`config.mk`:
```
export PLATFORM = sky130hd
export DESIGN_NAME = mqtt_packet_byte_parser_flat
export DESIGN_NICKNAME = d
export VERILOG_FILES = /design/src/rtl/mqttp_pkg.sv /design/src/rtl/mqttp_if.sv /design/src/rtl/mqttp_in_stage.sv /design/src/rtl/mqttp_parser.sv /design/src/rtl/mqttp_out_stage.sv /design/src/rtl/mqtt_packet_byte_parser.sv /design/src/flat_wrapper.sv
export SDC_FILE = /design/constraint.sdc
export NUM_CORES = 1
export LEC_CHECK = 0
export BUFFER_PORTS_ARGS = -buffer_cell sky130_fd_sc_hd__buf_2
export CAP_MARGIN = 15
export CORE_UTILIZATION = 56
export CTS_CLUSTER_SIZE = 12
export DETAILED_ROUTE_END_ITERATION = 8
export PLACE_DENSITY = 0.79
export SETUP_SLACK_MARGIN = 0.1
export SLEW_MARGIN = 30
export SYNTH_ARGS = -nofsm -noshare
export SYNTH_HDL_FRONTEND = slang
export SYNTH_SLANG_ARGS = --single-unit
```
`constraint.sdc`:
```
create_clock -name clk -period 4.1 [get_ports clk]
set_input_delay 0.82 -clock clk [delete_from_list [all_inputs] [get_ports clk]]
set_output_delay 0.82 -clock clk [all_outputs]
set_load 0.005 [all_outputs]
```
`src/rtl/mqttp_pkg.sv`:
```
// ----------------------------------------------------------------------------
// mqttp_pkg
// Types, codes and constants shared by the packet byte parser modules.
// ----------------------------------------------------------------------------
package mqttp_pkg;

  localparam int LEN_W      = 28;
  localparam int SHIFT_W    = 5;
  localparam int DIGIT_BITS = 7;

  localparam logic [SHIFT_W-1:0] LEN_STEP    = SHIFT_W'(DIGIT_BITS);
  localparam logic [SHIFT_W-1:0] SHIFT_LIMIT = SHIFT_W'(LEN_W);

  localparam logic [7:0] DIGIT_MASK = 8'h7F;
  localparam logic [7:0] CONT_MASK  = 8'h80;

  // control packet types that get a body walk
  localparam logic [3:0] PKT_CONNECT   = 4'd1;
  localparam logic [3:0] PKT_PUBLISH   = 4'd3;
  localparam logic [3:0] PKT_SUBSCRIBE = 4'd8;

  // connect flag bit positions
  localparam int CF_WILL = 2;
  localparam int CF_PASS = 6;
  localparam int CF_USER = 7;

  typedef enum logic [4:0] {
    PH_HDR     = 5'd0,
    PH_REM     = 5'd1,
    PH_UNP     = 5'd2,
    PH_PAY     = 5'd3,
    PH_VER     = 5'd4,
    PH_FLG     = 5'd5,
    PH_KAH     = 5'd6,
    PH_KAL     = 5'd7,
    PH_MIDH    = 5'd8,
    PH_MIDL    = 5'd9,
    PH_PROT_H  = 5'd10,
    PH_PROT_L  = 5'd11,
    PH_PROT_C  = 5'd12,
    PH_CID_H   = 5'd13,
    PH_CID_L   = 5'd14,
    PH_CID_C   = 5'd15,
    PH_WTOP_H  = 5'd16,
    PH_WTOP_L  = 5'd17,
    PH_WTOP_C  = 5'd18,
    PH_WMSG_H  = 5'd19,
    PH_WMSG_L  = 5'd20,
    PH_WMSG_C  = 5'd21,
    PH_USER_H  = 5'd22,
    PH_USER_L  = 5'd23,
    PH_USER_C  = 5'd24,
    PH_PASS_H  = 5'd25,
    PH_PASS_L  = 5'd26,
    PH_PASS_C  = 5'd27,
    PH_TOPIC_H = 5'd28,
    PH_TOPIC_L = 5'd29,
    PH_TOPIC_C = 5'd30
  } phase_t;

  typedef enum logic [2:0] {
    ROLE_HEADER   = 3'd0,
    ROLE_REMLEN   = 3'd1,
    ROLE_LEN_HIGH = 3'd2,
    ROLE_LEN_LOW  = 3'd3,
    ROLE_CONTENT  = 3'd4,
    ROLE_SINGLE   = 3'd5,
    ROLE_VAL_HIGH = 3'd6,
    ROLE_VAL_LOW  = 3'd7
  } role_t;

  typedef enum logic [3:0] {
    FID_NONE      = 4'd0,
    FID_PROTNAME  = 4'd1,
    FID_VERSION   = 4'd2,
    FID_FLAGS     = 4'd3,
    FID_KEEPALIVE = 4'd4,
    FID_CLIENTID  = 4'd5,
    FID_WILLTOPIC = 4'd6,
    FID_WILLMSG   = 4'd7,
    FID_USER      = 4'd8,
    FID_PASS      = 4'd9,
    FID_MSGID     = 4'd10,
    FID_TOPIC     = 4'd11,
    FID_PAYLOAD   = 4'd12,
    FID_UNPARSED  = 4'd13
  } field_t;

  typedef enum logic [1:0] {
    PART_HIGH = 2'd0,
    PART_LOW  = 2'd1,
    PART_BODY = 2'd2
  } str_part_t;

  typedef struct packed {
    logic [7:0] data_byte;
    logic       start_of_packet;
  } in_beat_t;

  typedef struct packed {
    role_t             byte_role;
    field_t            field_id;
    logic [7:0]        byte_value;
    logic [3:0]        packet_type;
    logic              dup_flag;
    logic [1:0]        qos_level;
    logic              retain_flag;
    logic [LEN_W-1:0]  remaining_length;
    logic              value_ready;
    logic [15:0]       field_value;
    logic              packet_end;
    logic              malformed;
  } result_t;

endpackage

```
`src/rtl/mqttp_if.sv`:
```
// ----------------------------------------------------------------------------
// mqttp_if
// Valid/ready channels for the stream bytes and for the tagged results.
// ----------------------------------------------------------------------------
interface mqttp_in_if;
  logic       valid;
  logic       ready;
  logic [7:0] data_byte;
  logic       start_of_packet;

  modport source (output valid, output data_byte, output start_of_packet, input ready);
  modport sink   (input valid, input data_byte, input start_of_packet, output ready);
endinterface

interface mqttp_out_if;
  logic        valid;
  logic        ready;
  logic [2:0]  byte_role;
  logic [3:0]  field_id;
  logic [7:0]  byte_value;
  logic [3:0]  packet_type;
  logic        dup_flag;
  logic [1:0]  qos_level;
  logic        retain_flag;
  logic [27:0] remaining_length;
  logic        value_ready;
  logic [15:0] field_value;
  logic        packet_end;
  logic        malformed;

  modport source (
    output valid, output byte_role, output field_id, output byte_value,
    output packet_type, output dup_flag, output qos_level, output retain_flag,
    output remaining_length, output value_ready, output field_value,
    output packet_end, output malformed, input ready
  );
  modport sink (
    input valid, input byte_role, input field_id, input byte_value,
    input packet_type, input dup_flag, input qos_level, input retain_flag,
    input remaining_length, input value_ready, input field_value,
    input packet_end, input malformed, output ready
  );
endinterface

```
`src/rtl/mqttp_in_stage.sv`:
```
// ----------------------------------------------------------------------------
// mqttp_in_stage
// Input register: holds one stream beat until the parser takes it.
// ----------------------------------------------------------------------------
module mqttp_in_stage import mqttp_pkg::*; (
  input  logic      clk,
  input  logic      rst,
  mqttp_in_if.sink  stream,
  input  logic      take,
  output logic      beat_valid,
  output in_beat_t  beat
);

  assign stream.ready = !beat_valid || take;

  always_ff @(posedge clk) begin
    if (rst) begin
      beat_valid <= 1'b0;
    end else if (stream.valid && stream.ready) begin
      beat_valid <= 1'b1;
    end else if (take) begin
      beat_valid <= 1'b0;
    end
  end

  always_ff @(posedge clk) begin
    if (stream.valid && stream.ready) begin
      beat.data_byte       <= stream.data_byte;
      beat.start_of_packet <= stream.start_of_packet;
    end
  end

endmodule

```
`src/rtl/mqttp_parser.sv`:
```
// ----------------------------------------------------------------------------
// mqttp_parser
// Packet walk state and the per-byte tagging logic.
// ----------------------------------------------------------------------------
module mqttp_parser import mqttp_pkg::*; (
  input  logic     clk,
  input  logic     rst,
  input  logic     step,
  input  in_beat_t beat,
  output result_t  result
);

  phase_t             phase, phase_next;
  logic [LEN_W-1:0]   bytes_left, bytes_left_next;
  logic [LEN_W-1:0]   total_len, total_len_next;
  logic [SHIFT_W-1:0] length_shift, length_shift_next;
  logic [15:0]        string_left, string_left_next;
  logic [7:0]         value_high, value_high_next;
  logic [7:0]         conn_flags, conn_flags_next;
  logic [7:0]         header_byte, header_byte_next;

  logic [7:0]       b;
  logic             is_hdr;
  logic             shift_over;
  logic [LEN_W-1:0] digit;
  logic [LEN_W-1:0] total_sum;
  logic [LEN_W-1:0] left;
  logic [15:0]      len16;
  logic [15:0]      str_dec;
  logic             is_str;
  field_t           str_fid;
  str_part_t        str_part;
  phase_t           after_will;
  phase_t           after_str;
  phase_t           first_body;
  phase_t           phase_inc;

  role_t       role;
  field_t      fid;
  logic        vready;
  logic [15:0] fval;
  logic        pend;
  logic        bad;

  assign b          = beat.data_byte;
  assign is_hdr     = beat.start_of_packet || (phase == PH_HDR);
  assign shift_over = (length_shift >= SHIFT_LIMIT);
  assign digit      = {{(LEN_W-8){1'b0}}, b & DIGIT_MASK};
  assign total_sum  = total_len + (digit << length_shift);
  assign left       = (bytes_left != '0) ? bytes_left - LEN_W'(1) : '0;
  assign len16      = {value_high, b};
  assign str_dec    = string_left - 16'd1;
  assign phase_inc  = phase_t'(phase + 5'd1);

  // string phases: which string and which part of it
  always_comb begin
    is_str   = 1'b1;
    str_fid  = FID_NONE;
    str_part = PART_HIGH;
    unique case (phase)
      PH_PROT_H:  begin str_fid = FID_PROTNAME;  str_part = PART_HIGH; end
      PH_PROT_L:  begin str_fid = FID_PROTNAME;  str_part = PART_LOW;  end
      PH_PROT_C:  begin str_fid = FID_PROTNAME;  str_part = PART_BODY; end
      PH_CID_H:   begin str_fid = FID_CLIENTID;  str_part = PART_HIGH; end
      PH_CID_L:   begin str_fid = FID_CLIENTID;  str_part = PART_LOW;  end
      PH_CID_C:   begin str_fid = FID_CLIENTID;  str_part = PART_BODY; end
      PH_WTOP_H:  begin str_fid = FID_WILLTOPIC; str_part = PART_HIGH; end
      PH_WTOP_L:  begin str_fid = FID_WILLTOPIC; str_part = PART_LOW;  end
      PH_WTOP_C:  begin str_fid = FID_WILLTOPIC; str_part = PART_BODY; end
      PH_WMSG_H:  begin str_fid = FID_WILLMSG;   str_part = PART_HIGH; end
      PH_WMSG_L:  begin str_fid = FID_WILLMSG;   str_part = PART_LOW;  end
      PH_WMSG_C:  begin str_fid = FID_WILLMSG;   str_part = PART_BODY; end
      PH_USER_H:  begin str_fid = FID_USER;      str_part = PART_HIGH; end
      PH_USER_L:  begin str_fid = FID_USER;      str_part = PART_LOW;  end
      PH_USER_C:  begin str_fid = FID_USER;      str_part = PART_BODY; end
      PH_PASS_H:  begin str_fid = FID_PASS;      str_part = PART_HIGH; end
      PH_PASS_L:  begin str_fid = FID_PASS;      str_part = PART_LOW;  end
      PH_PASS_C:  begin str_fid = FID_PASS;      str_part = PART_BODY; end
      PH_TOPIC_H: begin str_fid = FID_TOPIC;     str_part = PART_HIGH; end
      PH_TOPIC_L: begin str_fid = FID_TOPIC;     str_part = PART_LOW;  end
      PH_TOPIC_C: begin str_fid = FID_TOPIC;     str_part = PART_BODY; end
      default:    is_str = 1'b0;
    endcase
  end

  always_comb begin
    if (conn_flags[CF_USER]) begin
      after_will = PH_USER_H;
    end else if (conn_flags[CF_PASS]) begin
      after_will = PH_PASS_H;
    end else begin
      after_will = PH_UNP;
    end
  end

  always_comb begin
    unique case (str_fid)
      FID_PROTNAME:  after_str = PH_VER;
      FID_CLIENTID:  after_str = conn_flags[CF_WILL] ? PH_WTOP_H : after_will;
      FID_WILLTOPIC: after_str = PH_WMSG_H;
      FID_WILLMSG:   after_str = after_will;
      FID_USER:      after_str = conn_flags[CF_PASS] ? PH_PASS_H : PH_UNP;
      FID_PASS:      after_str = PH_UNP;
      default:       after_str = (header_byte[2:1] != 2'd0) ? PH_MIDH : PH_PAY;
    endcase
  end

  always_comb begin
    unique case (header_byte[7:4])
      PKT_CONNECT:   first_body = PH_PROT_H;
      PKT_PUBLISH:   first_body = PH_TOPIC_H;
      PKT_SUBSCRIBE: first_body = PH_MIDH;
      default:       first_body = PH_UNP;
    endcase
  end

  // next state
  always_comb begin
    phase_next        = phase;
    bytes_left_next   = bytes_left;
    total_len_next    = total_len;
    length_shift_next = length_shift;
    string_left_next  = string_left;
    value_high_next   = value_high;
    conn_flags_next   = conn_flags;
    header_byte_next  = header_byte;
    if (is_hdr) begin
      header_byte_next  = b;
      phase_next        = PH_REM;
      bytes_left_next   = '0;
      total_len_next    = '0;
      length_shift_next = '0;
      string_left_next  = '0;
      value_high_next   = '0;
    end else if (phase == PH_REM) begin
      if (shift_over) begin
        phase_next = PH_HDR;
      end else begin
        total_len_next    = total_sum;
        length_shift_next = length_shift + LEN_STEP;
        if ((b & CONT_MASK) == 8'd0) begin
          bytes_left_next = total_sum;
          phase_next      = (total_sum == '0) ? PH_HDR : first_body;
        end
      end
    end else begin
      if (is_str) begin
        unique case (str_part)
          PART_HIGH: begin
            value_high_next = b;
            phase_next      = phase_inc;
          end
          PART_LOW: begin
            if (len16 == 16'd0) begin
              phase_next = after_str;
            end else begin
              string_left_next = len16;
              phase_next       = phase_inc;
            end
          end
          PART_BODY: begin
            string_left_next = str_dec;
            if (str_dec == 16'd0) phase_next = after_str;
          end
          default: phase_next = PH_UNP;
        endcase
      end else begin
        unique case (phase)
          PH_VER:  phase_next = PH_FLG;
          PH_FLG: begin
            conn_flags_next = b;
            phase_next      = PH_KAH;
          end
          PH_KAH: begin
            value_high_next = b;
            phase_next      = PH_KAL;
          end
          PH_KAL:  phase_next = PH_CID_H;
          PH_MIDH: begin
            value_high_next = b;
            phase_next      = PH_MIDL;
          end
          PH_MIDL: phase_next = PH_PAY;
          PH_PAY:  phase_next = PH_PAY;
          default: phase_next = PH_UNP;
        endcase
      end
      bytes_left_next = left;
      if (left == '0) phase_next = PH_HDR;
    end
  end

  // outputs
  always_comb begin
    role   = ROLE_HEADER;
    fid    = FID_NONE;
    vready = 1'b0;
    fval   = 16'd0;
    pend   = 1'b0;
    bad    = 1'b0;
    if (is_hdr) begin
      role = ROLE_HEADER;
    end else if (phase == PH_REM) begin
      role = ROLE_REMLEN;
      if (shift_over) begin
        bad  = 1'b1;
        pend = 1'b1;
      end else if ((b & CONT_MASK) == 8'd0 && total_sum == '0) begin
        pend = 1'b1;
      end
    end else begin
      if (is_str) begin
        fid = str_fid;
        unique case (str_part)
          PART_HIGH: role = ROLE_LEN_HIGH;
          PART_LOW: begin
            role   = ROLE_LEN_LOW;
            vready = 1'b1;
            fval   = len16;
            bad    = ({{(LEN_W-16){1'b0}}, len16} > left);
          end
          PART_BODY: role = ROLE_CONTENT;
          default:   role = ROLE_CONTENT;
        endcase
      end else begin
        unique case (phase)
          PH_VER: begin
            role = ROLE_SINGLE; fid = FID_VERSION; vready = 1'b1; fval = {8'd0, b};
          end
          PH_FLG: begin
            role = ROLE_SINGLE; fid = FID_FLAGS; vready = 1'b1; fval = {8'd0, b};
          end
          PH_KAH: begin
            role = ROLE_VAL_HIGH; fid = FID_KEEPALIVE;
          end
          PH_KAL: begin
            role = ROLE_VAL_LOW; fid = FID_KEEPALIVE; vready = 1'b1; fval = len16;
          end
          PH_MIDH: begin
            role = ROLE_VAL_HIGH; fid = FID_MSGID;
          end
          PH_MIDL: begin
            role = ROLE_VAL_LOW; fid = FID_MSGID; vready = 1'b1; fval = len16;
          end
          PH_PAY: begin
            role = ROLE_CONTENT; fid = FID_PAYLOAD;
          end
          default: begin
            role = ROLE_CONTENT; fid = FID_UNPARSED;
          end
        endcase
      end
      pend = (left == '0);
    end
  end

  assign result.byte_role        = role;
  assign result.field_id         = fid;
  assign result.byte_value       = b;
  assign result.packet_type      = header_byte_next[7:4];
  assign result.dup_flag         = header_byte_next[3];
  assign result.qos_level        = header_byte_next[2:1];
  assign result.retain_flag      = header_byte_next[0];
  assign result.remaining_length = total_len_next;
  assign result.value_ready      = vready;
  assign result.field_value      = fval;
  assign result.packet_end       = pend;
  assign result.malformed        = bad;

  always_ff @(posedge clk) begin
    if (rst) begin
      phase        <= PH_HDR;
      bytes_left   <= '0;
      total_len    <= '0;
      length_shift <= '0;
      string_left  <= '0;
      value_high   <= '0;
      conn_flags   <= '0;
      header_byte  <= '0;
    end else if (step) begin
      phase        <= phase_next;
      bytes_left   <= bytes_left_next;
      total_len    <= total_len_next;
      length_shift <= length_shift_next;
      string_left  <= string_left_next;
      value_high   <= value_high_next;
      conn_flags   <= conn_flags_next;
      header_byte  <= header_byte_next;
    end
  end

endmodule

```
`src/rtl/mqttp_out_stage.sv`:
```
// ----------------------------------------------------------------------------
// mqttp_out_stage
// Result register: holds one tagged beat until the sink takes it.
// ----------------------------------------------------------------------------
module mqttp_out_stage import mqttp_pkg::*; (
  input  logic        clk,
  input  logic        rst,
  input  logic        load,
  input  result_t     result,
  output logic        free,
  mqttp_out_if.source tags
);

  logic    res_valid;
  result_t res_q;

  assign free = !res_valid || tags.ready;

  always_ff @(posedge clk) begin
    if (rst) begin
      res_valid <= 1'b0;
    end else if (load) begin
      res_valid <= 1'b1;
    end else if (tags.ready) begin
      res_valid <= 1'b0;
    end
  end

  always_ff @(posedge clk) begin
    if (load) begin
      res_q <= result;
    end
  end

  assign tags.valid            = res_valid;
  assign tags.byte_role        = res_q.byte_role;
  assign tags.field_id         = res_q.field_id;
  assign tags.byte_value       = res_q.byte_value;
  assign tags.packet_type      = res_q.packet_type;
  assign tags.dup_flag         = res_q.dup_flag;
  assign tags.qos_level        = res_q.qos_level;
  assign tags.retain_flag      = res_q.retain_flag;
  assign tags.remaining_length = res_q.remaining_length;
  assign tags.value_ready      = res_q.value_ready;
  assign tags.field_value      = res_q.field_value;
  assign tags.packet_end       = res_q.packet_end;
  assign tags.malformed        = res_q.malformed;

endmodule

```
`src/rtl/mqtt_packet_byte_parser.sv`:
```
// ----------------------------------------------------------------------------
// mqtt_packet_byte_parser
// Tags each byte of an MQTT stream with its field and role in the packet.
//
//   channel  dir  payload
//   stream   in   data_byte, start_of_packet
//   tags     out  byte_role, field_id, byte_value, header fields,
//                 remaining_length, value_ready, field_value, packet_end,
//                 malformed
//
// One byte per clock sustained while tags.ready stays high; each byte is held
// in the input register, then parsed into the result register.
// The parse state updates once per byte as it moves into the result register.
// A stalled result register holds the input register; the input side keeps
// taking beats while the result register can drain in the same cycle.
// rst is synchronous and returns the walk to expecting a fixed header.
// ----------------------------------------------------------------------------
module mqtt_packet_byte_parser import mqttp_pkg::*; (
  input  logic        clk,
  input  logic        rst,
  mqttp_in_if.sink    stream,
  mqttp_out_if.source tags
);

  logic     beat_valid;
  in_beat_t beat;
  logic     free;
  logic     step;
  result_t  result;

  assign step = beat_valid && free;

  mqttp_in_stage u_in_stage (
    .clk        (clk),
    .rst        (rst),
    .stream     (stream),
    .take       (step),
    .beat_valid (beat_valid),
    .beat       (beat)
  );

  mqttp_parser u_parser (
    .clk    (clk),
    .rst    (rst),
    .step   (step),
    .beat   (beat),
    .result (result)
  );

  mqttp_out_stage u_out_stage (
    .clk    (clk),
    .rst    (rst),
    .load   (step),
    .result (result),
    .free   (free),
    .tags   (tags)
  );

endmodule
```
`src/flat_wrapper.sv`:
```
// flat-port wrapper written by rule: the top's interface ports become plain ports
module mqtt_packet_byte_parser_flat import mqttp_pkg::*;
  (clk, rst, stream_valid, stream_data_byte, stream_start_of_packet, stream_ready, tags_valid, tags_byte_role, tags_field_id, tags_byte_value, tags_packet_type, tags_dup_flag, tags_qos_level, tags_retain_flag, tags_remaining_length, tags_value_ready, tags_field_value, tags_packet_end, tags_malformed, tags_ready);
  mqttp_in_if stream_i ();
  mqttp_out_if tags_i ();
  input  logic clk;
  input  logic rst;
  input wire logic [$bits(stream_i.valid)-1:0] stream_valid;
  input wire logic [$bits(stream_i.data_byte)-1:0] stream_data_byte;
  input wire logic [$bits(stream_i.start_of_packet)-1:0] stream_start_of_packet;
  output wire logic [$bits(stream_i.ready)-1:0] stream_ready;
  output wire logic [$bits(tags_i.valid)-1:0] tags_valid;
  output wire logic [$bits(tags_i.byte_role)-1:0] tags_byte_role;
  output wire logic [$bits(tags_i.field_id)-1:0] tags_field_id;
  output wire logic [$bits(tags_i.byte_value)-1:0] tags_byte_value;
  output wire logic [$bits(tags_i.packet_type)-1:0] tags_packet_type;
  output wire logic [$bits(tags_i.dup_flag)-1:0] tags_dup_flag;
  output wire logic [$bits(tags_i.qos_level)-1:0] tags_qos_level;
  output wire logic [$bits(tags_i.retain_flag)-1:0] tags_retain_flag;
  output wire logic [$bits(tags_i.remaining_length)-1:0] tags_remaining_length;
  output wire logic [$bits(tags_i.value_ready)-1:0] tags_value_ready;
  output wire logic [$bits(tags_i.field_value)-1:0] tags_field_value;
  output wire logic [$bits(tags_i.packet_end)-1:0] tags_packet_end;
  output wire logic [$bits(tags_i.malformed)-1:0] tags_malformed;
  input wire logic [$bits(tags_i.ready)-1:0] tags_ready;
  assign stream_i.valid = stream_valid;
  assign stream_i.data_byte = stream_data_byte;
  assign stream_i.start_of_packet = stream_start_of_packet;
  assign stream_ready = stream_i.ready;
  assign tags_valid = tags_i.valid;
  assign tags_byte_role = tags_i.byte_role;
  assign tags_field_id = tags_i.field_id;
  assign tags_byte_value = tags_i.byte_value;
  assign tags_packet_type = tags_i.packet_type;
  assign tags_dup_flag = tags_i.dup_flag;
  assign tags_qos_level = tags_i.qos_level;
  assign tags_retain_flag = tags_i.retain_flag;
  assign tags_remaining_length = tags_i.remaining_length;
  assign tags_value_ready = tags_i.value_ready;
  assign tags_field_value = tags_i.field_value;
  assign tags_packet_end = tags_i.packet_end;
  assign tags_malformed = tags_i.malformed;
  assign tags_i.ready = tags_ready;
  mqtt_packet_byte_parser u_core (.clk(clk), .rst(rst), .stream(stream_i), .tags(tags_i));
endmodule
```
# Word-level counts from Yosys, hierarchy flattened
# Index checks and enable logic that the tools add are counted.
[totals] regBits=187 in_bits=13 wordCells=196
[classes] addsub=5 n_lt_le_gt_ge=2 n_eq_ne=48 n_shift=1 n_mux=65 bitwise_logic=3 n_reduce_logical=47
[op_table] operator="$mux 28" count=8
[op_table] operator="$mux 16" count=6
[op_table] operator="$eq 5x5->1 const B" count=15
[op_table] operator="$mux 5" count=15
[op_table] operator="$pmux 16 s2" count=2
[op_table] operator="$logic_not 28->1" count=2
[op_table] operator="$mux 8" count=6
[op_table] operator="$eq 5x4->1 const B" count=8
[op_table] operator="$logic_not 16->1" count=2
[op_table] operator="$pmux 5 s3" count=2
[op_table] operator="$pmux 5 s6" count=1
[op_table] operator="$add 28x28->28" count=1
[op_table] operator="$gt 16x28->1" count=1
[op_table] operator="$pmux 4 s7" count=1
[op_table] operator="$reduce_bool 28->1" count=1
[op_table] operator="$shl 7x5->28" count=1
[op_table] operator="$sub 28x1->28 const B" count=1
[op_table] operator="$pmux 4 s6" count=1
[op_table] operator="$reduce_or 21->1" count=1
[op_table] operator="$reduce_or 3->1" count=7
[op_table] operator="$eq 5x3->1 const B" count=4
[op_table] operator="$pmux 4 s5" count=1
[op_table] operator="$mux 1" count=16
[op_table] operator="$sub 16x1->16 const B" count=1
[op_table] operator="other kinds (36)" count=67

# Depth between registers and ports, before layout
# Gate-level depths: netlist of run 1.
[logic_depth] depth_word=11 ltp_mapped=21 ltp_nobuf=18

# Cells and area by module
# A second synthesis of run 1 with hierarchy kept.
[hier_totals] cells_unflattened=1492 area_unflattened_um2=12185.4
[by_module_without_submodules] mod="mqttp_parser" instances=1 cells_per_inst=1403 area_each_um2=9705.6 seq_area_each_um2=2021.9
[by_module_without_submodules] mod="mqttp_out_stage" instances=1 cells_per_inst=74 area_each_um2=2148.3 seq_area_each_um2=2122.0
[by_module_without_submodules] mod="mqttp_in_stage" instances=1 cells_per_inst=14 area_each_um2=325.3 seq_area_each_um2=290.3
[by_module_without_submodules] mod="mqtt_packet_byte_parser" instances=1 cells_per_inst=1 area_each_um2=6.3 seq_area_each_um2=0.0

# Worst setup path before layout of run 1
# Ideal clock, no wire load.
[synth_timing] path_kind="reg-to-reg" startpoint="reg u_core.u_parser.length_shift[1]" endpoint="reg u_core.u_out_stage.res_q, in the netlist u_core.u_out_stage.tags.packet_end (data pin)" setup_ns=0.146 arrival_time_ns=3.941 required_time_ns=3.954 path_slack_ns=0.013 path_stages_with_launch=22 path_buffers=3 cell_sequence="dfxtp_1 > clkbuf_1 > clkbuf_1 > and2_1 > nor3_1 > a21oi_1 > nor2b_1 > a41oi_1 > inv_1 > a21oi_1 > nor2_1 > ha_1 > buf_2 > a211oi_1 > nor2_1 > o311ai_1 > a211o_1 > a21oi_1 > xnor2_1 > or3_1 > or3_1 > a21oi_1"
[synth_between] elab_chain_cells=7 word_cells_on_any_way=8 classes_between="1 x add/sub; 1 x order compare; 1 x shift; 3 x mux; 2 x reduce/logical"
[synth_lines] item="from (decl)" line="mqttp_parser.sv:16" source="logic [SHIFT_W-1:0] length_shift, length_shift_next;"
[synth_lines] item="from (signal assigned)" line="mqttp_parser.sv:284" source="length_shift <= length_shift_next;"
[synth_lines] item="$shl 7x5->28" line="mqttp_parser.sv:49" source="assign total_sum = total_len + (digit << length_shift);"
[synth_lines] item="$add 28x28->28" line="mqttp_parser.sv:49"
[synth_lines] item="$logic_not 28->1" line="mqttp_parser.sv:208" source="end else if ((b & CONT_MASK) == 8'd0 && total_sum == '0) begin"
[synth_lines] item="$logic_and 1x1->1" line="mqttp_parser.sv:208"
[synth_lines] item="$mux 1" line="mqttp_parser.sv:208"
[synth_lines] item="$mux 1 *" line="mqttp_parser.sv:205" source="if (shift_over) begin"
[synth_lines] item="$mux 1 *" line="mqttp_parser.sv:203" source="end else if (phase == PH_REM) begin"
[synth_lines] item="to (signal assigned)" line="mqttp_out_stage.sv:31" source="res_q <= result;"
[synth_lines] item="to (decl)" line="mqttp_out_stage.sv:15" source="result_t res_q;"
# Mark *: on every way between the ends. The rest lies on a longest branch, timed or not.
# A chain may end at the register's enable or synchronous reset.

# Worst setup path after layout of run 1
# Ends and elaborated chain as after synthesis.

==> results of run 1 <==
## layout make-up
| class | count | area share |
|---|---|---|
| tap | 280 | 0.02293 |
| multi-input combinational | 1276 | 0.5326 |
| inverter | 38 | 0.009499 |
| sequential | 182 | 0.2907 |
| clock inverter | 10 | 0.006305 |
| clock buffer | 22 | 0.03038 |
| timing repair buffer | 244 | 0.1076 |
## metrics by stage
step	setup slack (ns)	total power, mW	instances	setup TNS, ns	hold WS [ns]
2_1_floorplan	0.1201	2.509	1587	0	0.4366
3_3_place_gp	-0.05619	2.775	1999	-0.05619	0.4466
3_5_place_dp	-0.09488	2.789	1999	-0.1796	0.4615
4_1_cts	0.07294	4.407	2035	0	0.4864
5_1_grt	-0.1062	4.607	2052	-0.2999	0.5124
6_report	0.05550	4.457	2052	0	0.4859
## synth_stat cells (17+ instances only)
cell	count
a22oi_1	17
and2_1	27
xnor2_1	21
inv_1	37
nor2_1	187
nor4_1	21
nor3_1	48
o21ai_0	83
ha_1	53
nand4_1	28
nand2_1	246
nand3_1	37
edfxtp_1	79
dfxtp_1	103
a21oi_1	167
nand2b_1	18
clkbuf_1	67
## logic make-up after synthesis
group                      count (synthesis)  synth area share
AOI/OAI and AO/OA                        452            0.2314
and+or+nand+nor                          711            0.2735
xor gates and xnor gates                  36           0.02522
DFF                                      182            0.3546
muxes                                     23           0.01931
buffers and inverters                    129           0.04132
adders and majority gates                 54           0.05463
## worst register-to-register path: cells and delay by family, from the launching register on
family / cells / cell delay [ns]
AO/OA/AOI/OAI: 5 / 1.21
adder cells (fa/ha/maj): 1 / 0.25
buffers and inverters: 2 / 0.31
flip-flops: 1 / 0.40
multiplexers: 2 / 0.53
AND/OR/NAND/NOR: 5 / 1.19
## report_power, final
group / switching (mW) / internal [mW]
Clock: 0.759 / 0.875
Sequential: 0.0434 / 1.94
Combinational: 0.540 / 0.299
Total: 1.34 / 3.12
## layer usage
| layer | part of all wire | routed length [µm] | global-route usage | up-vias |
|---|---|---|---|---|
| li1 | - | - | - | 6157 |
| met1 | 0.42 | 18780 | 0.5507 | 6351 |
| met2 | 0.44 | 19770 | 0.5838 | 844 |
| met3 | 0.10 | 4645 | 0.06988 | 121 |
| met4 | 0.040 | 1780 | 0.1655 | 0 |
| met5 | 0 | 0 | 0 | - |
## flip-flops by register name, summed over array words and instances (netlist names), 2 cells and up
register	cells
u_core.u_parser.header_byte	8
u_core.u_parser.bytes_left	28
u_core.u_out_stage.tags.byte_value	8
u_core.u_out_stage.tags.packet_type	4
u_core.u_parser.conn_flags	3
u_core.u_parser.phase	5
u_core.u_parser.total_len	28
u_core.u_out_stage.tags.field_value	16
u_core.u_out_stage.tags.byte_role	3
u_core.u_parser.length_shift	5
u_core.u_in_stage.beat	9
u_core.u_out_stage.tags.field_id	4
u_core.u_parser.value_high	8
u_core.u_out_stage.tags.remaining_length	28
u_core.u_out_stage.tags.qos_level	2
u_core.u_parser.string_left	16
## cells in the final DEF, fill, tap and decap left out, types with 11 or more instances in the layout
| master | instances |
|---|---|
| nor3_1 | 44 |
| xnor2_1 | 20 |
| nor2_1 | 177 |
| nand3_1 | 36 |
| clkbuf_16 | 17 |
| inv_1 | 37 |
| a21o_1 | 13 |
| nand2_1 | 244 |
| buf_4 | 154 |
| nor4_1 | 17 |
| or4_1 | 12 |
| o21ai_0 | 74 |
| a21oi_1 | 153 |
| edfxtp_1 | 79 |
| dfxtp_1 | 101 |
| ha_1 | 44 |
| a211oi_1 | 13 |
| or3_1 | 15 |
| buf_2 | 84 |
| a22oi_1 | 16 |
| nor2b_1 | 11 |
| o21ai_1 | 14 |
| xor2_1 | 12 |
| and2_1 | 25 |
| nand2b_1 | 17 |
| nand4_1 | 28 |
| a21oi_2 | 14 |
## worst max path at each step
stage,from,endpoint,slack (ns),depth (start not counted)
2_1_floorplan,u_core.u_parser.length_shift[1]$_SDFFE_PP0P_,u_core.u_out_stage.tags.packet_end$_SDFFCE_PN0P_,0.12,21
3_3_place_gp,u_core.u_parser.length_shift[0]$_SDFFE_PP0P_,u_core.u_out_stage.tags.packet_end$_SDFFCE_PN0P_,-0.06,13
3_5_place_dp,u_core.u_parser.length_shift[1]$_SDFFE_PP0P_,u_core.u_out_stage.tags.packet_end$_SDFFCE_PN0P_,-0.09,16
4_1_cts,u_core.u_in_stage.beat[3]$_DFFE_PP_,u_core.u_out_stage.tags.packet_end$_SDFFCE_PN0P_,0.07,18
5_1_grt,u_core.u_parser.length_shift[1]$_SDFFE_PP0P_,u_core.u_out_stage.tags.packet_end$_SDFFCE_PN0P_,-0.11,18
6_report,u_core.u_parser.length_shift[1]$_SDFFE_PP0P_,u_core.u_out_stage.tags.packet_end$_SDFFCE_PN0P_,0.06,15
## repair_timing
item | CTS | global route
setup endpoints to repair | 14 | 32
setup buffers | 4 | 17
pin swaps | 7 | 31
resized for setup | 22 | 109
==> results.json, run 1 <==
{
  "outcome": "complete, no violations",
  "path_cells": "mux2i_4 > buf_4 > mux2_2 > nor3_4 > ha_4 > and2_4 > a221o_1 > buf_4 > o21ai_1 > nand3_1 > o21ai_2 > o2111a_1 > nand4_1 > or3_1 > a21oi_1",
  "viasPerCell": 6.566,
  "rsz0062_at_grt": "yes",
  "fin_util": 0.6980,
  "period_share": 0.9865,
  "crit_fanout": 8,
  "ys.flop_type": "dfxtp_1",
  "yosysSeqAreaShare": 0.3546,
  "fin_nets": 1826,
  "dieWidth_um": 151.4,
  "diodes": 0,
  "required_ns": 4.40,
  "avgSynthCellArea_um2": 7.879,
  "first_global_vias": 12040,
  "grt_max_degree": 97,
  "numCtsBuffers": 17,
  "root_buffer": "clkbuf_16",
  "area_delta_synth_final_pct": 22.19,
  "postPlaceCellArea_um2": 13970,
  "ant_nets": 0,
  "cts_buffer_depth": 2,
  "final.setup_skew_ns": 0.01200,
  "hold_viol": 0,
  "postSynthCellCount": 1587,
  "synth_edf_count": 79,
  "multi_input_comb_area_um2": 8138,
  "critPathCaptureType": "register",
  "track_usage": 0.3912,
  "ioPinCount": 85,
  "start_util": 0.5712,
  "startpoint_type": "register",
  "ys_warn_count": 0,
  "antenna_found_initial": 0,
  "clkTransAtPathRegs_ns": 0.07,
  "wirelength_um": 44970,
  "worst_r2r_endpoint": "u_core.u_out_stage.tags.packet_end$_SDFFCE_PN0P_",
  "final_area_um2": 15280,
  "yosysUniqueCellTypes": 92,
  "route.detailed.drc": 0,
  "max_stage_delay_ns": 0.42,
  "htreeDepth": 4,
  "io_buffers": 84,
  "core-area_um2": 21890,
  "clock_sinks": 182,
  "cts_tree": "built",
  "worst_ir_drop_vdd_uv": 208.0,
  "critPathKind": "reg -> reg",
  "drv_cap": 0,
  "finalSetupViolations": 0,
  "grt_overflow": 0,
  "cp_common_cell": "buf_4",
  "async_reset_ff_frac": 0,
  "regToRegSetupSlack_ns": 0.06,
  "dieArea_um2": 22930,
  "reg2reg_depth": 15,
  "place_congestion": 1.021,
  "drt-pass1-iter-count": 8,
  "path_delay_family": "compound AO/OA/AOI/OAI gates",
  "min_to": "u_core.u_parser.header_byte[3]$_SDFFE_PP0P_",
  "final-seq-area_um2": 4442,
  "grt_pass1_wl_um": 67770,
  "holdBufCountCts": 0,
  "fmax_ghz": 0.2472,
  "worstSkewPairLatency_ns": 0.45,
  "die_height_um": 151.4,
  "power.density_nw_per_um2": 291.7,
  "yosysTopAreaCellShare": 0.1897,
  "arrival_ns": 4.35,
  "max_slew_margin": 0.3607,
  "period_needed_ns": 4.045,
  "num_vias": 13470,
  "holdPathStages": 2,
  "syn-num-nets": 1654,
  "cellLeakagePower_nw": 5.937,
  "ys_ff_latch": 182,
  "slew_viol_final": 0,
  "critPathBufInv": 2,
  "r2r_start": "u_core.u_parser.length_shift[1]$_SDFFE_PP0P_",
  "fp-row-count": 54,
  "slowest_stage": "or3_1",
  "synth_area_leaders": "edfxtp_1 19%, dfxtp_1 16%, nand2_1 7.4%",
  "synth_area_um2": 12500,
  "wire_per_inst_um": 21.92,
  "hp-start": "u_core.u_parser.header_byte[3]$_SDFFE_PP0P_",
  "drive_gt1_frac": 0.2274,
  "hold_class": "reg -> reg",
  "dr.first_iter.drc_count": 1811,
  "yosys.area.top_type": "edfxtp_1",
  "place.detailed.hpwl_um": 32600,
  "fillerInstances": 1800,
  "worstMarginPinSlew_ns": 0.9554
}
(Power assumes the default switching activity.)
==> inputs of run 2 (changes only) <==
--- a/config.mk
+++ b/config.mk
@@ -7,10 +7,10 @@
 export LEC_CHECK = 0
 export BUFFER_PORTS_ARGS = -buffer_cell sky130_fd_sc_hd__buf_2
 export CAP_MARGIN = 15
-export CORE_UTILIZATION = 56
+export CORE_UTILIZATION = 30
 export CTS_CLUSTER_SIZE = 12
 export DETAILED_ROUTE_END_ITERATION = 8
-export PLACE_DENSITY = 0.79
+export PLACE_DENSITY = 0.48
 export SETUP_SLACK_MARGIN = 0.1
 export SLEW_MARGIN = 30
 export SYNTH_ARGS = -nofsm -noshare
==> results.json, run 2 (synthesized netlist as in run 1, its figures left out) <==
{
  "clock_sinks": 182,
  "track_usage": 0.2234,
  "final_cell_mix": "240 x nand2_1, 177 x buf_4, 174 x nor2_1",
  "num_vias": 12810,
  "power.density_nw_per_um2": 286.6,
  "cts_tree": "built",
  "ant_nets": 0,
  "worstSkewPairLatency_ns": 0.47,
  "outcome": "complete, but fails checks",
  "fillerInstances": 4275,
  "crit_fanout": 6,
  "htreeDepth": 4,
  "setup_tns_ns": -0.05178,
  "stdcell_count": 2330,
  "cts_buffer_depth": 2,
  "arrival_ns": 4.48,
  "startpoint": "u_core.u_in_stage.beat[4]$_DFFE_PP_",
  "fp-row-count": 74,
  "worst_slack_ns": -0.05178,
  "core-area_um2": 41020,
  "layout_commonest_cell": "nand2_1",
  "drv_cap": 0,
  "required_ns": 4.43,
  "hp-start": "u_core.u_parser.header_byte[3]$_SDFFE_PP0P_",
  "final-seq-area_um2": 4442,
  "diodes": 0,
  "area_delta_synth_final_pct": 27.01,
  "die_height_um": 206.2,
  "placed_cells": 2278,
  "slew_viol_final": 0,
  "finalSetupViolations": 1,
  "place_congestion": 0.9774,
  "wirelength_um": 47500,
  "wire_per_inst_um": 20.39,
  "holdBufCountCts": 0,
  "period_needed_ns": 4.152,
  "grt_overflow": 0,
  "start_util": 0.3049,
  "root_buffer": "clkbuf_16",
  "route.detailed.drc": 20,
  "dieWidth_um": 206.2,
  "critPathCaptureType": "register",
  "violations": "DRC, setup timing",
  "fmax_ghz": 0.2409,
  "first_global_vias": 11980,
  "hold_viol": 0,
  "hold_class": "reg -> reg",
  "worst_ir_drop_vdd_uv": 255.5,
  "max_slew_margin": 0.3870,
  "final.setup_skew_ns": 0.01475,
  "clkTransAtPathRegs_ns": 0.09,
  "antenna_found_initial": 1,
  "place.detailed.hpwl_um": 35940,
  "drive_gt1_frac": 0.2475,
  "period_share": 1.013,
  "io_buffers": 84,
  "multi_input_comb_area_um2": 8147,
  "cellLeakagePower_nw": 6.047,
  "rsz0062_at_grt": "yes",
  "worstMarginPinSlew_ns": 0.9194,
  "drt-pass1-iter-count": 9,
  "dieArea_um2": 42500,
  "dr.first_iter.drc_count": 1049,
  "numCtsBuffers": 17,
  "critPathKind": "reg -> reg",
  "viasPerCell": 5.497,
  "fin_nets": 1852,
  "ioPinCount": 85,
  "grt_pass1_wl_um": 71830,
  "grt_max_degree": 77,
  "startpoint_type": "register",
  "r2r_start": "u_core.u_in_stage.beat[4]$_DFFE_PP_"
}
run 2: changes by cell type in the layout (fill, tap and decap cells not counted), sizes merged:
cell	delta
bufinv	-1
inv	+5
clkbuf	-4
buf	+25
clkinv	+1
run 2: worst paths after layout:
| kind | end | slack, ns | cells after the start |
|---|---|---|---|
| setup / recovery | u_core.u_out_stage.tags.packet_end$_SDFFCE_PN0P_ | -0.05 | 19 |
| hold reg to reg | u_core.u_parser.header_byte[3]$_SDFFE_PP0P_ | 0.45 | 2 |
| setup reg to reg | u_core.u_out_stage.tags.packet_end$_SDFFCE_PN0P_ | -0.05 | 19 |
| hold / removal | u_core.u_parser.header_byte[3]$_SDFFE_PP0P_ | 0.45 | 2 |
run 2: stage by stage:
step                utilization  hold slack, ns  worst slack (ns)  area, µm²  power (mW)
finish                   0.3872          0.4545          -0.05178      15880       4.552
global route             0.3872          0.4774           -0.2050      15880       4.754
CTS                      0.3746          0.4586          -0.05734      15360       4.575
detailed placement       0.3539          0.4481           -0.2131      14520       2.832
global placement         0.3539          0.4420           -0.1962      14520       2.828
floorplan                     -          0.4366            0.1201      12520       2.509
run 2: per-layer routing:
metal / global-route usage / wire length (µm) / share of wire
met1: 0.3056 / 22010 / 0.46
met5: 0 / 0 / 0
met3: 0.02775 / 2081 / 0.044
met4: 0.09480 / 1535 / 0.032
met2: 0.3525 / 21870 / 0.46
run 2: critical path, cell delays in order, from the launching register on:
cell,delay [ns]
edfxtp_1,0.49
buf_6,0.17
mux2i_4,0.15
nand2_1,0.07
o31a_1,0.13
mux2i_1,0.20
inv_1,0.09
a21oi_2,0.17
nor2_2,0.07
ha_1,0.32
buf_6,0.13
nand4_1,0.17
o41ai_2,0.41
a21oi_2,0.09
and3_4,0.18
xnor2_1,0.15
nor4_2,0.29
nand4_1,0.21
or3_1,0.37
a21oi_1,0.15
run 2: layout make-up:
class                   count  share of cell area
inverters                  38            0.009139
well taps                 532             0.04191
repair buffers            270              0.1183
flip-flops and latches    182              0.2797
multi-input cells        1276              0.5130
clock buffers              17             0.02679
clock inverters            15             0.01119
run 2: repair_timing:
action | CTS | global route
pin swaps | 15 | 33
endpoints found under the setup margin | 22 | 32
setup buffers | 8 | 12
gates resized for setup | 43 | 100
endpoints found under the hold margin | 0 | 0
run 2: report_power, final:
part	internal (mW)	switching (mW)
sequential	1.94	0.0408
clock	0.827	0.895
combinational	0.312	0.537
